### config.mk
export PLATFORM = sky130hd
export DESIGN_NAME = tpc_divider
export DESIGN_NICKNAME = d
export VERILOG_FILES = /design/src/hw/rtl/tpc_pkg.sv /design/src/hw/rtl/tpc_divider.sv
export SDC_FILE = /design/constraint.sdc
export NUM_CORES = 2
export LEC_CHECK = 0
export ABC_CLOCK_PERIOD_IN_PS = 11800
export BUFFER_PORTS_ARGS = -buffer_cell sky130_fd_sc_hd__buf_2
export CAP_MARGIN = 30
export CELL_PAD_IN_SITES_DETAIL_PLACEMENT = 0
export CELL_PAD_IN_SITES_GLOBAL_PLACEMENT = 2
export CORE_UTILIZATION = 35
export DETAILED_ROUTE_END_ITERATION = 10
export PLACE_DENSITY_LB_ADDON = 0.1
export RECOVER_POWER = 25
export SLEW_MARGIN = 15
export SYNTH_ARGS = -nofsm -noshare
export SYNTH_HDL_FRONTEND = slang
export SYNTH_SLANG_ARGS = --single-unit
### constraint.sdc
create_clock -name clk -period 11.8 [get_ports clk]
set_clock_uncertainty 0.05 [all_clocks]
set_input_delay 0 -clock clk [delete_from_list [all_inputs] [get_ports clk]]
set_output_delay 0 -clock clk [all_outputs]
set_load 0.005 [all_outputs]
### src/hw/rtl/tpc_pkg.sv
// tpc_pkg: shared types and constants for the triangle plane clipper
// no dependencies; imported by every module of the clipper
`default_nettype none

package tpc_pkg;

    localparam int CW = 32;
    localparam int FB = 16;

    // distance width: difference (CW+1) times normal (CW), sum of three
    localparam int DW = 2 * CW + 3;
    // crossing fraction, 0 to 2^FB inclusive
    localparam int TW = FB + 1;

    // configuration register indexes
    localparam logic [2:0] REG_POINT_X  = 3'd0;
    localparam logic [2:0] REG_POINT_Y  = 3'd1;
    localparam logic [2:0] REG_POINT_Z  = 3'd2;
    localparam logic [2:0] REG_NORMAL_X = 3'd3;
    localparam logic [2:0] REG_NORMAL_Y = 3'd4;
    localparam logic [2:0] REG_NORMAL_Z = 3'd5;

    typedef logic signed [CW-1:0] coord_t;

    typedef struct packed {
        coord_t x;
        coord_t y;
        coord_t z;
    } vec_t;

    typedef struct packed {
        coord_t vertex0_x;
        coord_t vertex0_y;
        coord_t vertex0_z;
        coord_t vertex1_x;
        coord_t vertex1_y;
        coord_t vertex1_z;
        coord_t vertex2_x;
        coord_t vertex2_y;
        coord_t vertex2_z;
    } tri_in_t;

    typedef struct packed {
        logic   side;
        logic   last;
        coord_t out0_x;
        coord_t out0_y;
        coord_t out0_z;
        coord_t out1_x;
        coord_t out1_y;
        coord_t out1_z;
        coord_t out2_x;
        coord_t out2_y;
        coord_t out2_z;
    } tri_out_t;

    typedef struct packed {
        vec_t point;
        vec_t normal;
    } plane_t;

endpackage

`default_nettype wire

### src/hw/rtl/tpc_divider.sv
// tpc_divider: pipelined restoring divider, one quotient bit per stage
// depends on tpc_pkg; computes floor(num * 2^FB / den) with num <= den
`default_nettype none

module tpc_divider
(
    input  wire logic                  clk,
    input  wire logic                  rst_n,
    input  wire logic                  in_valid,
    input  wire logic [tpc_pkg::DW-1:0] num,
    input  wire logic [tpc_pkg::DW-1:0] den,
    output logic                       out_valid,
    output logic [tpc_pkg::TW-1:0]     quot
);
    import tpc_pkg::*;

    localparam int NS = TW;

    logic [NS-1:0]       valid_reg;
    logic [DW:0]         rem_reg  [NS];
    logic [DW-1:0]       den_reg  [NS];
    logic [TW-1:0]       q_reg    [NS];

    // one trial subtract per stage; remainder stays below den
    for (genvar s = 0; s < NS; s++)
    begin : g_stage
        logic          valid_in;
        logic [DW:0]   rem_in;
        logic [DW-1:0] den_in;
        logic [TW-1:0] q_in;
        logic [DW+1:0] trial;
        logic [DW:0]   rem_next;
        logic          bit_next;

        // stage 0 loads the operands, later stages chain
        if (s == 0)
        begin : g_load
            assign valid_in = in_valid;
            assign rem_in   = {1'b0, num};
            assign den_in   = den;
            assign q_in     = '0;
        end
        else
        begin : g_chain
            assign valid_in = valid_reg[s-1];
            assign rem_in   = rem_reg[s-1];
            assign den_in   = den_reg[s-1];
            assign q_in     = q_reg[s-1];
        end

        always_comb
        begin
            if (s == 0)
            begin
                // first quotient bit is num >= den (num <= den)
                trial    = {1'b0, rem_in} - {2'b00, den_in};
                bit_next = ~trial[DW+1];
                rem_next = bit_next ? trial[DW:0] : rem_in;
            end
            else
            begin
                trial    = {rem_in, 1'b0} - {2'b00, den_in};
                bit_next = ~trial[DW+1];
                rem_next = bit_next ? trial[DW:0] : {rem_in[DW-1:0], 1'b0};
            end
        end
        always_ff @(posedge clk or negedge rst_n)
        begin
            if (!rst_n)
                valid_reg[s] <= 1'b0;
            else
                valid_reg[s] <= valid_in;
        end
        always_ff @(posedge clk)
        begin
            rem_reg[s] <= rem_next;
            den_reg[s] <= den_in;
            q_reg[s]   <= {q_in[TW-2:0], bit_next};
        end
    end

    assign out_valid = valid_reg[NS-1];
    assign quot      = q_reg[NS-1];

endmodule

`default_nettype wire

==> flow_metrics.env <==
export IMPL_maxSlewViolCount=0
export IMPL_drt_iter0_markers=4732
export IMPL_required_ns=12.54
export IMPL_antenna_found_initial=2
export IMPL_ctsHoldBuffers=322
export IMPL_ys_ff_latch=2329
export IMPL_path_common_cell="dlygate4sd3_1"
export IMPL_vias=99700
export IMPL_worstMarginPinSlew_ns=1.07
export IMPL_power_leakage_nw=66.5
export IMPL_outcome="finished, final reports clean"
export IMPL_setup_violations=0
export IMPL_drv_cap=0
export IMPL_synth_area_um2=126000
export IMPL_finalNonFillerCells=19800
export IMPL_cp_slowest_cell="buf_4"
export IMPL_cp_start_kind="input pin"
export IMPL_fmax_mhz=158
export IMPL_critPathKind="in2reg"
export IMPL_finalCritPeriodShare=0.537
export IMPL_core_area_um2=356000
export IMPL_ys_types=106
export IMPL_nNetsFinal=16100
export IMPL_hp_class="in2reg"
export IMPL_cts_tree="yes"
export IMPL_drt_total_wl_um=358000
export IMPL_largest_reg_flops=1087
export IMPL_synthToLayoutAreaGrowth_pct=14.3
export IMPL_clk_pin_slew_ns=0.06
export IMPL_die_x_um=601
export IMPL_worst_path_buf_inv=6
export IMPL_grt_overflow=0
export IMPL_drive_above_1_share=0.0808
export IMPL_clock_path_buffers=4
export IMPL_cp_top_family="compound AO/OA/AOI/OAI gates"
export IMPL_dieArea_um2=361000
export IMPL_cp_max_fo=76
export IMPL_rsz0062_at_grt="no"
export IMPL_synth_seq_area_share=0.372
export IMPL_synth_avg_cell_area_um2=8.62
export IMPL_numCtsBuffers=292
export IMPL_routedWlPerCell_um=18.1
export IMPL_cts_resized=0
export IMPL_port_buffers=154
export IMPL_ant_nets=0
export IMPL_synth_area_top_cells="dfxtp_1, ha_1, a21oi_1"
export IMPL_drc=0
export IMPL_syn_instance_count=14600
export IMPL_ys_warn_count=0
export IMPL_initial_core_util=0.352
export IMPL_cp_end_kind="flop"
export IMPL_min_period_ns=6.33
export IMPL_grt_pass1_vias=105000
export IMPL_ios=155
export IMPL_crit_chain="dlygate4sd3_1 -> buf_2 -> dlygate4sd3_1 -> ha_1 -> o21ai_0 -> a21oi_1 -> o211ai_1 -> a211oi_1 -> a211o_1 -> o41a_1 -> a221o_1 -> a31oi_1 -> a211oi_1 -> a311oi_4 -> buf_4 -> buf_4 -> mux2_1 -> dlygate4sd3_1"
export IMPL_clk_latency_ns=0.91
export IMPL_drt_first_pass_iters=5
export IMPL_synth_largest_area_cell="dfxtp_1"
export IMPL_cellPowerDensity_nw_per_um2=331
export IMPL_slowest_delay_ns=0.65
export IMPL_hold_violations=0
export IMPL_synth_flop_cell="dfxtp_1"
export IMPL_maxSlewHeadroom=0.284
export IMPL_post_place_cells=19000
export IMPL_track_usage=0.192
export IMPL_gp_congestion=0.905
export IMPL_fillers=35700
export IMPL_crit_arrival_ns=7.07
export IMPL_setup_tns_ns=0
export IMPL_async_reset_ff_frac=0.00730
export IMPL_syn_nets=15800
export IMPL_row_count=219
export IMPL_synth_top_area_frac=0.369
export IMPL_grt_pass1_wl_um=565000
export IMPL_post_cts_buffers=0
export IMPL_root_buffer="clkbuf_16"
export IMPL_grt_max_degree=131
export IMPL_dp_hpwl_um=287000
export IMPL_die_h_um=601
export IMPL_cts_htree_levels=5
export IMPL_ir_drop_uv=259
export IMPL_clkSinkCount=2329
export IMPL_holdWs_ns=0.144
export IMPL_synth_edf_count=0
export IMPL_avgViaCountPerCell=5.04
-- final cells by class --
cell class / instances / area (µm²) / share of cell area
Clock buffer: 413 / 8540 / 0.0595
Tap cell: 4751 / 5940 / 0.0414
Clock inverter: 99 / 1380 / 0.00964
Multi-Input combinational cell: 10300 / 71300 / 0.497
Sequential cell: 2329 / 46700 / 0.325
Antenna cell: 1 / 2.50 / 0.0000174
Inverter: 1410 / 5290 / 0.0369
Timing Repair Buffer: 536 / 4410 / 0.0307
-- cells in the mapped netlist, drive strengths merged, types with 75 or more instances --
library cell	instances
dfxtp	2312
inv	1410
nand2	1398
a21oi	1267
o21ai	1182
ha	1123
a21o	746
nor2	625
xnor2	565
mux2	478
clkbuf	435
xor2	432
nand4	286
o21bai	212
nand3	207
nor3	160
a31oi	142
buf	133
nor2b	126
nand2b	120
and3	102
o21a	101
a211oi	82
o211ai	75
-- through the flow --
stage / utilization / total power [mW] / area (µm²) / setup WS (ns)
4_1_cts: 0.403 / 48.1 / 144000 / 5.59
3_5_place_dp: 0.366 / 38.4 / 130000 / 5.78
5_1_grt: 0.403 / 51.5 / 144000 / 5.32
3_3_place_gp: 0.366 / 38.4 / 130000 / 5.79
2_1_floorplan: - / 31.7 / 126000 / 7.95
6_report: 0.403 / 47.5 / 144000 / 5.47
-- report_power, final --
part	total, mW	internal, mW	switching [mW]
logic	26.3	11.1	15.2
registers	12.1	10.6	1.51
clock network	9.17	5.58	3.59
total	47.5	27.3	20.3
-- routing by layer --
metal | GRT usage | wire length [µm] | vias up
met4 | 0.0950 | 19000 | 0
met2 | 0.355 | 177000 | 1812
met1 | 0.218 | 152000 | 45800
met3 | 0.0222 | 10100 | 804
li1 | - | - | 51400
met5 | 0 | 0 | -
-- worst paths after layout --
kind                            slack, ns  cells after the start                        endpoint                     from
worst min register to register       0.27                      0           q_reg[0][215]$_DFF_P_    q_reg[0][197]$_DFF_P_
max in group asynchronous           10.98                      3  g_stage[11].valid_in$_DFF_PN0_                    rst_n
min in group asynchronous            0.18                      3   g_stage[9].valid_in$_DFF_PN0_                    rst_n
worst min-delay path                 0.14                      5           rem_reg[0][0]$_DFF_P_                   num[0]
worst max-delay path                 5.47                     18          rem_reg[0][10]$_DFF_P_                   num[3]
worst max register to register       5.75                     15         rem_reg[0][946]$_DFF_P_  den_reg[0][804]$_DFF_P_
-- cells by family (layout without fill, tap and decap cells) --
| kind of cell | Yosys count | count (layout) | share of synthesized area |
|---|---|---|---|
| compound gates | 4337 | 4337 | 0.215 |
| xor+xnor | 997 | 997 | 0.0698 |
| fa+ha+maj | 1139 | 1139 | 0.114 |
| buf+inv | 1978 | 2458 | 0.0617 |
| flops | 2329 | 2329 | 0.372 |
| mux | 494 | 494 | 0.0446 |
| other cells | 0 | 1 | 0 |
| simple gates | 3295 | 3295 | 0.122 |
-- cells in the final DEF, fill, tap and decap left out, drive strengths merged, types with 156 or more instances in the layout --
master       instances
nand2             1398
xor2               432
o21bai             212
ha                1123
o21ai             1182
a21o               746
dlygate4sd3        322
inv               1419
a21oi             1267
clkbuf             471
mux2               478
nor3               160
xnor2              565
nand4              286
buf                156
dfxtp             2312
nor2               625
nand3              207
-- worst register-to-register path: cells and delay by family, from the launching register on --
| family | cells | cell delay [ns] |
|---|---|---|
| AO/OA/AOI/OAI | 8 | 3.01 |
| buffers and inverters | 3 | 0.93 |
| XOR/XNOR | 1 | 0.50 |
| adder cells (fa/ha/maj) | 1 | 0.45 |
| multiplexers | 1 | 0.37 |
| flip-flops | 1 | 0.35 |
| AND/OR/NAND/NOR | 1 | 0.24 |
(Power assumes the default switching activity.)
