### src/hw/rtl/tpc_pkg.sv
// tpc_pkg: shared types and constants for the triangle plane clipper
// no dependencies; imported by every module of the clipper
`default_nettype none

package tpc_pkg;

    localparam int CW = 32;
    localparam int FB = 16;

    // distance width: difference (CW+1) times normal (CW), sum of three
    localparam int DW = 2 * CW + 3;
    // crossing fraction, 0 to 2^FB inclusive
    localparam int TW = FB + 1;

    // configuration register indexes
    localparam logic [2:0] REG_POINT_X  = 3'd0;
    localparam logic [2:0] REG_POINT_Y  = 3'd1;
    localparam logic [2:0] REG_POINT_Z  = 3'd2;
    localparam logic [2:0] REG_NORMAL_X = 3'd3;
    localparam logic [2:0] REG_NORMAL_Y = 3'd4;
    localparam logic [2:0] REG_NORMAL_Z = 3'd5;

    typedef logic signed [CW-1:0] coord_t;

    typedef struct packed {
        coord_t x;
        coord_t y;
        coord_t z;
    } vec_t;

    typedef struct packed {
        coord_t vertex0_x;
        coord_t vertex0_y;
        coord_t vertex0_z;
        coord_t vertex1_x;
        coord_t vertex1_y;
        coord_t vertex1_z;
        coord_t vertex2_x;
        coord_t vertex2_y;
        coord_t vertex2_z;
    } tri_in_t;

    typedef struct packed {
        logic   side;
        logic   last;
        coord_t out0_x;
        coord_t out0_y;
        coord_t out0_z;
        coord_t out1_x;
        coord_t out1_y;
        coord_t out1_z;
        coord_t out2_x;
        coord_t out2_y;
        coord_t out2_z;
    } tri_out_t;

    typedef struct packed {
        vec_t point;
        vec_t normal;
    } plane_t;

endpackage

`default_nettype wire

### src/hw/rtl/tpc_lerp.sv
// tpc_lerp: one-stage crossing point a + floor(t * (b - a) / 2^FB) per axis
// depends on tpc_pkg
`default_nettype none

module tpc_lerp
(
    input  wire logic               clk,
    input  wire tpc_pkg::vec_t      a,
    input  wire tpc_pkg::vec_t      b,
    input  wire logic [tpc_pkg::TW-1:0] t,
    output tpc_pkg::vec_t           res
);
    import tpc_pkg::*;

    localparam int PW = CW + 1 + TW + 1;

    coord_t                a_reg [3];
    logic signed [PW-1:0]  prod_reg [3];
    coord_t                ain [3];
    coord_t                bin [3];
    coord_t                r   [3];

    assign ain[0] = a.x;
    assign ain[1] = a.y;
    assign ain[2] = a.z;
    assign bin[0] = b.x;
    assign bin[1] = b.y;
    assign bin[2] = b.z;

    for (genvar k = 0; k < 3; k++)
    begin : g_axis
        logic signed [PW-1:0] sh;
        // product register
        always_ff @(posedge clk)
        begin
            a_reg[k]    <= ain[k];
            prod_reg[k] <= PW'($signed({bin[k][CW-1], bin[k]}) - $signed({ain[k][CW-1], ain[k]}))
                           * $signed({1'b0, t});
        end
        assign sh   = prod_reg[k] >>> FB;
        assign r[k] = a_reg[k] + sh[CW-1:0];
    end

    assign res.x = r[0];
    assign res.y = r[1];
    assign res.z = r[2];

endmodule

`default_nettype wire

### config.mk
export PLATFORM = sky130hd
export DESIGN_NAME = tpc_lerp
export DESIGN_NICKNAME = d
export VERILOG_FILES = /design/src/hw/rtl/tpc_pkg.sv /design/src/hw/rtl/tpc_lerp.sv
export SDC_FILE = /design/constraint.sdc
export NUM_CORES = 2
export LEC_CHECK = 0
export BUFFER_PORTS_ARGS = -buffer_cell sky130_fd_sc_hd__buf_2
export CAP_MARGIN = 10
export CORE_UTILIZATION = 55
export DETAILED_ROUTE_END_ITERATION = 7
export GPL_TIMING_DRIVEN = 0
export HOLD_SLACK_MARGIN = 0.1
export MAX_ROUTING_LAYER = met4
export PLACE_DENSITY = 0.72
export SLEW_MARGIN = 20
export SYNTH_ARGS = -nofsm -noshare
export SYNTH_HDL_FRONTEND = slang
export SYNTH_SLANG_ARGS = --single-unit
### constraint.sdc
create_clock -name clk -period 13.5 [get_ports clk]
set_input_delay 0 -clock clk [delete_from_list [all_inputs] [get_ports clk]]
set_output_delay 0 -clock clk [all_outputs]
set_load 0.1 [all_outputs]
==> out/summary.txt <==
RUN STATUS
-------------------------------------------------------------------------------------------------
Run status                                                                           complete, no violations

ROUTE
-------------------------------------------------------------------------------------------------
Count of TritonRoute iterations in the first routing pass                                       6
Drt initial violations                                                                       5114
Avg Vias per Cell                                                                            5.68
Post-route antenna net violation count                                                          0
DRC violations left                                                                             0
Final wirelength                                                                           241 mm
Wirelength per Cell                                                                       23.5 µm
Number of vias in the routed layout                                                         58200

TIMING
-------------------------------------------------------------------------------------------------
Unrepaired setup endpoints after global routing                                             false
Hold slack final                                                                           151 ps
Final Cycle Share                                                                           80.0%
Number of pins exceeding their max-slew limit in the final report                               0
Setup_tns                                                                                    0 ps
Setup-violating endpoint count in the final report                                              0
Worst-margin pin slew                                                                     1360 ps
Final critical delay including setup and external delays                                 10790 ps
Worst setup slack after layout                                                            2710 ps
Hold violation count in the final report                                                        0
Achievable clock frequency                                                               92.6 MHz
Worst-case headroom to the max-slew limit                                                   9.14%

SETUP PATH
-------------------------------------------------------------------------------------------------
WS Path Type                                                                         input port to register
Nature of the critical path startpoint                                                 input port
Required time of the worst setup path                                                    13980 ps
Crit path top cell by count                                                          sky130_fd_sc_hd__fa_1
Maximum fanout along the worst path                                                            10
Sort of element at the end of the critical path                                          register
Data arrival time of the critical path                                                   11270 ps
Highest-delay cell along the critical path                                           sky130_fd_sc_hd__a21oi_1
Max incr delay on CP                                                                       960 ps

PLACE
-------------------------------------------------------------------------------------------------
Worst slack after detailed placement                                                      2930 ps
DP Wirelength                                                                              194 mm
Port buffer count                                                                             300
GPL Wtd Cong                                                                                 1.01

CLOCK NETWORK
-------------------------------------------------------------------------------------------------
Longest Clk Path Bufs                                                                           2
Clock root buffer master                                                             sky130_fd_sc_hd__clkbuf_16
Number of buffers created by CTS                                                               17
Clock tree from TritonCTS                                                                     yes
Number of sinks driven by the clock tree                                                      192
Post-CTS Setup Bufs                                                                             0
CTS clk-pin slew, worst paths                                                               90 ps
H-tree depth                                                                                    4

GRT
-------------------------------------------------------------------------------------------------
Global-route congestion overflow total                                                          0
Via count of the first global-routing pass                                                  60600
Pin count of the biggest net entering global routing                                           21
Wire length of the first global-routing pass                                               362 mm
Total Routing Usage GR                                                                      39.6%
Antenna violations before repair                                                               46

CELLS AND AREA
-------------------------------------------------------------------------------------------------
Proportion of layout cells with a drive suffix above 1                                      5.47%
Post-layout net count                                                                       10800
Synthesis-to-finish area growth                                                             9.17%
Area of all sequential standard cells                                                    3840 µm²
Area of combinational cells with multiple inputs                                        57300 µm²
Final core utilization                                                                      60.6%
FILL cells                                                                                  11200

MIN PATH
-------------------------------------------------------------------------------------------------
Hold worst-path end                                                                  a_reg[0][88]$_DFF_P_
Worst Min Path Start                                                                        a[24]
Hold Crit Class                                                                      input port to register
Worst Hold Depth                                                                                2

RUN
-------------------------------------------------------------------------------------------------
Number of violations of the max-capacitance limit                                               0

LOGIC SYNTHESIS
-------------------------------------------------------------------------------------------------
Number of distinct library cell variants in the gate-level netlist after synthesis            100
Cell Area, Synth                                                                        69900 µm²
Count of yosys warnings during synthesis                                                        0
Mean instance size in the synthesized netlist                                            8.70 µm²
Number of enable-type register cells in the synthesized netlist                                 0
Fraction of registers with async set or reset after synthesis                                  0%
Part of the Yosys area used for sequential elements                                         5.50%
Nets in the synthesized netlist                                                             10300
Post-synth top flop                                                                  sky130_fd_sc_hd__dfxtp_1
Post-synthesis register bit count                                                             192
Syn Inst Count                                                                               8031

DIE
-------------------------------------------------------------------------------------------------
Core box area                                                                          126000 µm²
Ports                                                                                         306
Area of the die                                                                        128000 µm²
Die H                                                                                      358 µm
Die Span X                                                                                 358 µm
Placement row count                                                                           130
Initial Utilization                                                                         55.5%

[layout make-up]
class	count	area share (%)
antenna	45	0.148
sequential	192	5.04
clock buffer	18	0.563
buffer	340	1.82
inverter	2012	9.90
tap	1650	2.71
clock inverter	14	0.220
timing repair buffer	494	4.52
multi-input combinational	5487	75.1
[how the worst max path moves through the flow]
stage / cells past startpoint / start / slack [ps] / endpoint
after floorplan: 33 / b[0] / 5080 / prod_reg[0][149]$_DFF_P_
after global placement: 33 / a[0] / 2980 / prod_reg[0][149]$_DFF_P_
after detailed placement: 34 / a[33] / 2930 / prod_reg[0][92]$_DFF_P_
after CTS: 35 / a[33] / 2980 / prod_reg[0][92]$_DFF_P_
after global routing: 35 / a[33] / 2370 / prod_reg[0][92]$_DFF_P_
final: 35 / a[33] / 2710 / prod_reg[0][92]$_DFF_P_
[layout by cell type, fill, tap and decap left out, types with 14 or more instances in the layout]
cell type,synthesis,layout
sky130_fd_sc_hd__a211oi_1,16,15
sky130_fd_sc_hd__clkbuf_2,0,53
sky130_fd_sc_hd__dlygate4sd3_1,0,190
sky130_fd_sc_hd__and2_1,718,718
sky130_fd_sc_hd__buf_2,10,313
sky130_fd_sc_hd__diode_2,0,45
sky130_fd_sc_hd__o21bai_1,33,33
sky130_fd_sc_hd__a311oi_1,19,19
sky130_fd_sc_hd__fa_1,1548,1548
sky130_fd_sc_hd__xor2_1,65,65
sky130_fd_sc_hd__o31ai_1,16,16
sky130_fd_sc_hd__nand4_1,21,21
sky130_fd_sc_hd__nor3_1,121,120
sky130_fd_sc_hd__o21a_1,72,72
sky130_fd_sc_hd__o21ai_0,117,116
sky130_fd_sc_hd__nand3_1,66,66
sky130_fd_sc_hd__and3_1,17,17
sky130_fd_sc_hd__o2111ai_1,23,23
sky130_fd_sc_hd__nor2_1,252,252
sky130_fd_sc_hd__a21o_1,106,106
sky130_fd_sc_hd__ha_1,519,519
sky130_fd_sc_hd__nor2b_1,54,54
sky130_fd_sc_hd__nand3b_1,17,17
sky130_fd_sc_hd__nor3b_1,18,18
sky130_fd_sc_hd__a21oi_1,220,220
sky130_fd_sc_hd__or4_1,14,14
sky130_fd_sc_hd__clkbuf_1,321,269
sky130_fd_sc_hd__inv_1,2011,2011
sky130_fd_sc_hd__o211ai_1,26,26
sky130_fd_sc_hd__a31oi_1,41,41
sky130_fd_sc_hd__nand2b_1,42,42
sky130_fd_sc_hd__xnor2_1,206,194
sky130_fd_sc_hd__nand2_1,899,899
sky130_fd_sc_hd__clkbuf_16,0,17
sky130_fd_sc_hd__dfxtp_1,192,192
[through the flow]
stage                     cell area [µm²]  instances
final                               76300      10300
after global routing                76200      10200
after CTS                           76100      10200
after detailed placement            73600       9985
after global placement              73400       9981
after floorplan                     69900       8031
[Yosys cell counts (42+ instances only)]
cell type / n / area share [%]
sky130_fd_sc_hd__a21o_1: 106 / 1.1
sky130_fd_sc_hd__a21oi_1: 220 / 1.6
sky130_fd_sc_hd__and2_1: 718 / 6.4
sky130_fd_sc_hd__clkbuf_1: 321 / 1.7
sky130_fd_sc_hd__dfxtp_1: 192 / 5.5
sky130_fd_sc_hd__fa_1: 1548 / 44
sky130_fd_sc_hd__ha_1: 519 / 9.3
sky130_fd_sc_hd__inv_1: 2011 / 11
sky130_fd_sc_hd__nand2_1: 899 / 4.8
sky130_fd_sc_hd__nand2b_1: 42 / 0.38
sky130_fd_sc_hd__nand3_1: 66 / 0.47
sky130_fd_sc_hd__nor2_1: 252 / 1.4
sky130_fd_sc_hd__nor2b_1: 54 / 0.48
sky130_fd_sc_hd__nor3_1: 121 / 0.87
sky130_fd_sc_hd__o21a_1: 72 / 0.77
sky130_fd_sc_hd__o21ai_0: 117 / 0.84
sky130_fd_sc_hd__xnor2_1: 206 / 2.6
sky130_fd_sc_hd__xor2_1: 65 / 0.81
[worst max-delay path: cells and delay by family]
kind                       cells  cell delay [ps]
buffers and inverters          7             1310
xor gates and xnor gates       1              220
AOI/OAI and AO/OA             14             5190
and+or+nand+nor                5              810
adders and majority gates      8             3690
[cells by family (layout without fill, tap and decap cells)]
kind of cell	count (synthesis)	after routing	share of synthesized area [%]
buf+inv	2352	2878	12.7
other cells	0	45	0
fa+ha+maj	2067	2067	53.6
simple gates	2316	2316	16.6
compound gates	826	826	8.05
flops	192	192	5.50
mux	4	4	0.0609
xor+xnor	274	274	3.49
[metal layers]
metal  track usage (%)  routed length (µm)
met4              23.5               16700
met2              61.1              110000
met3              10.0               26200
met1              46.9               88400
met5                 -                   0
[timing repair]
| action | in CTS | in global routing |
|---|---|---|
| endpoints found under the setup margin | 0 | 0 |
| hold buffers | 190 | 0 |
| resized for setup | 0 | 0 |
| endpoints found under the hold margin | 96 | 0 |
Power is left out: the tool's default activity adds up to more than one toggle a clock period on the data nets, which glitch-free logic cannot reach.
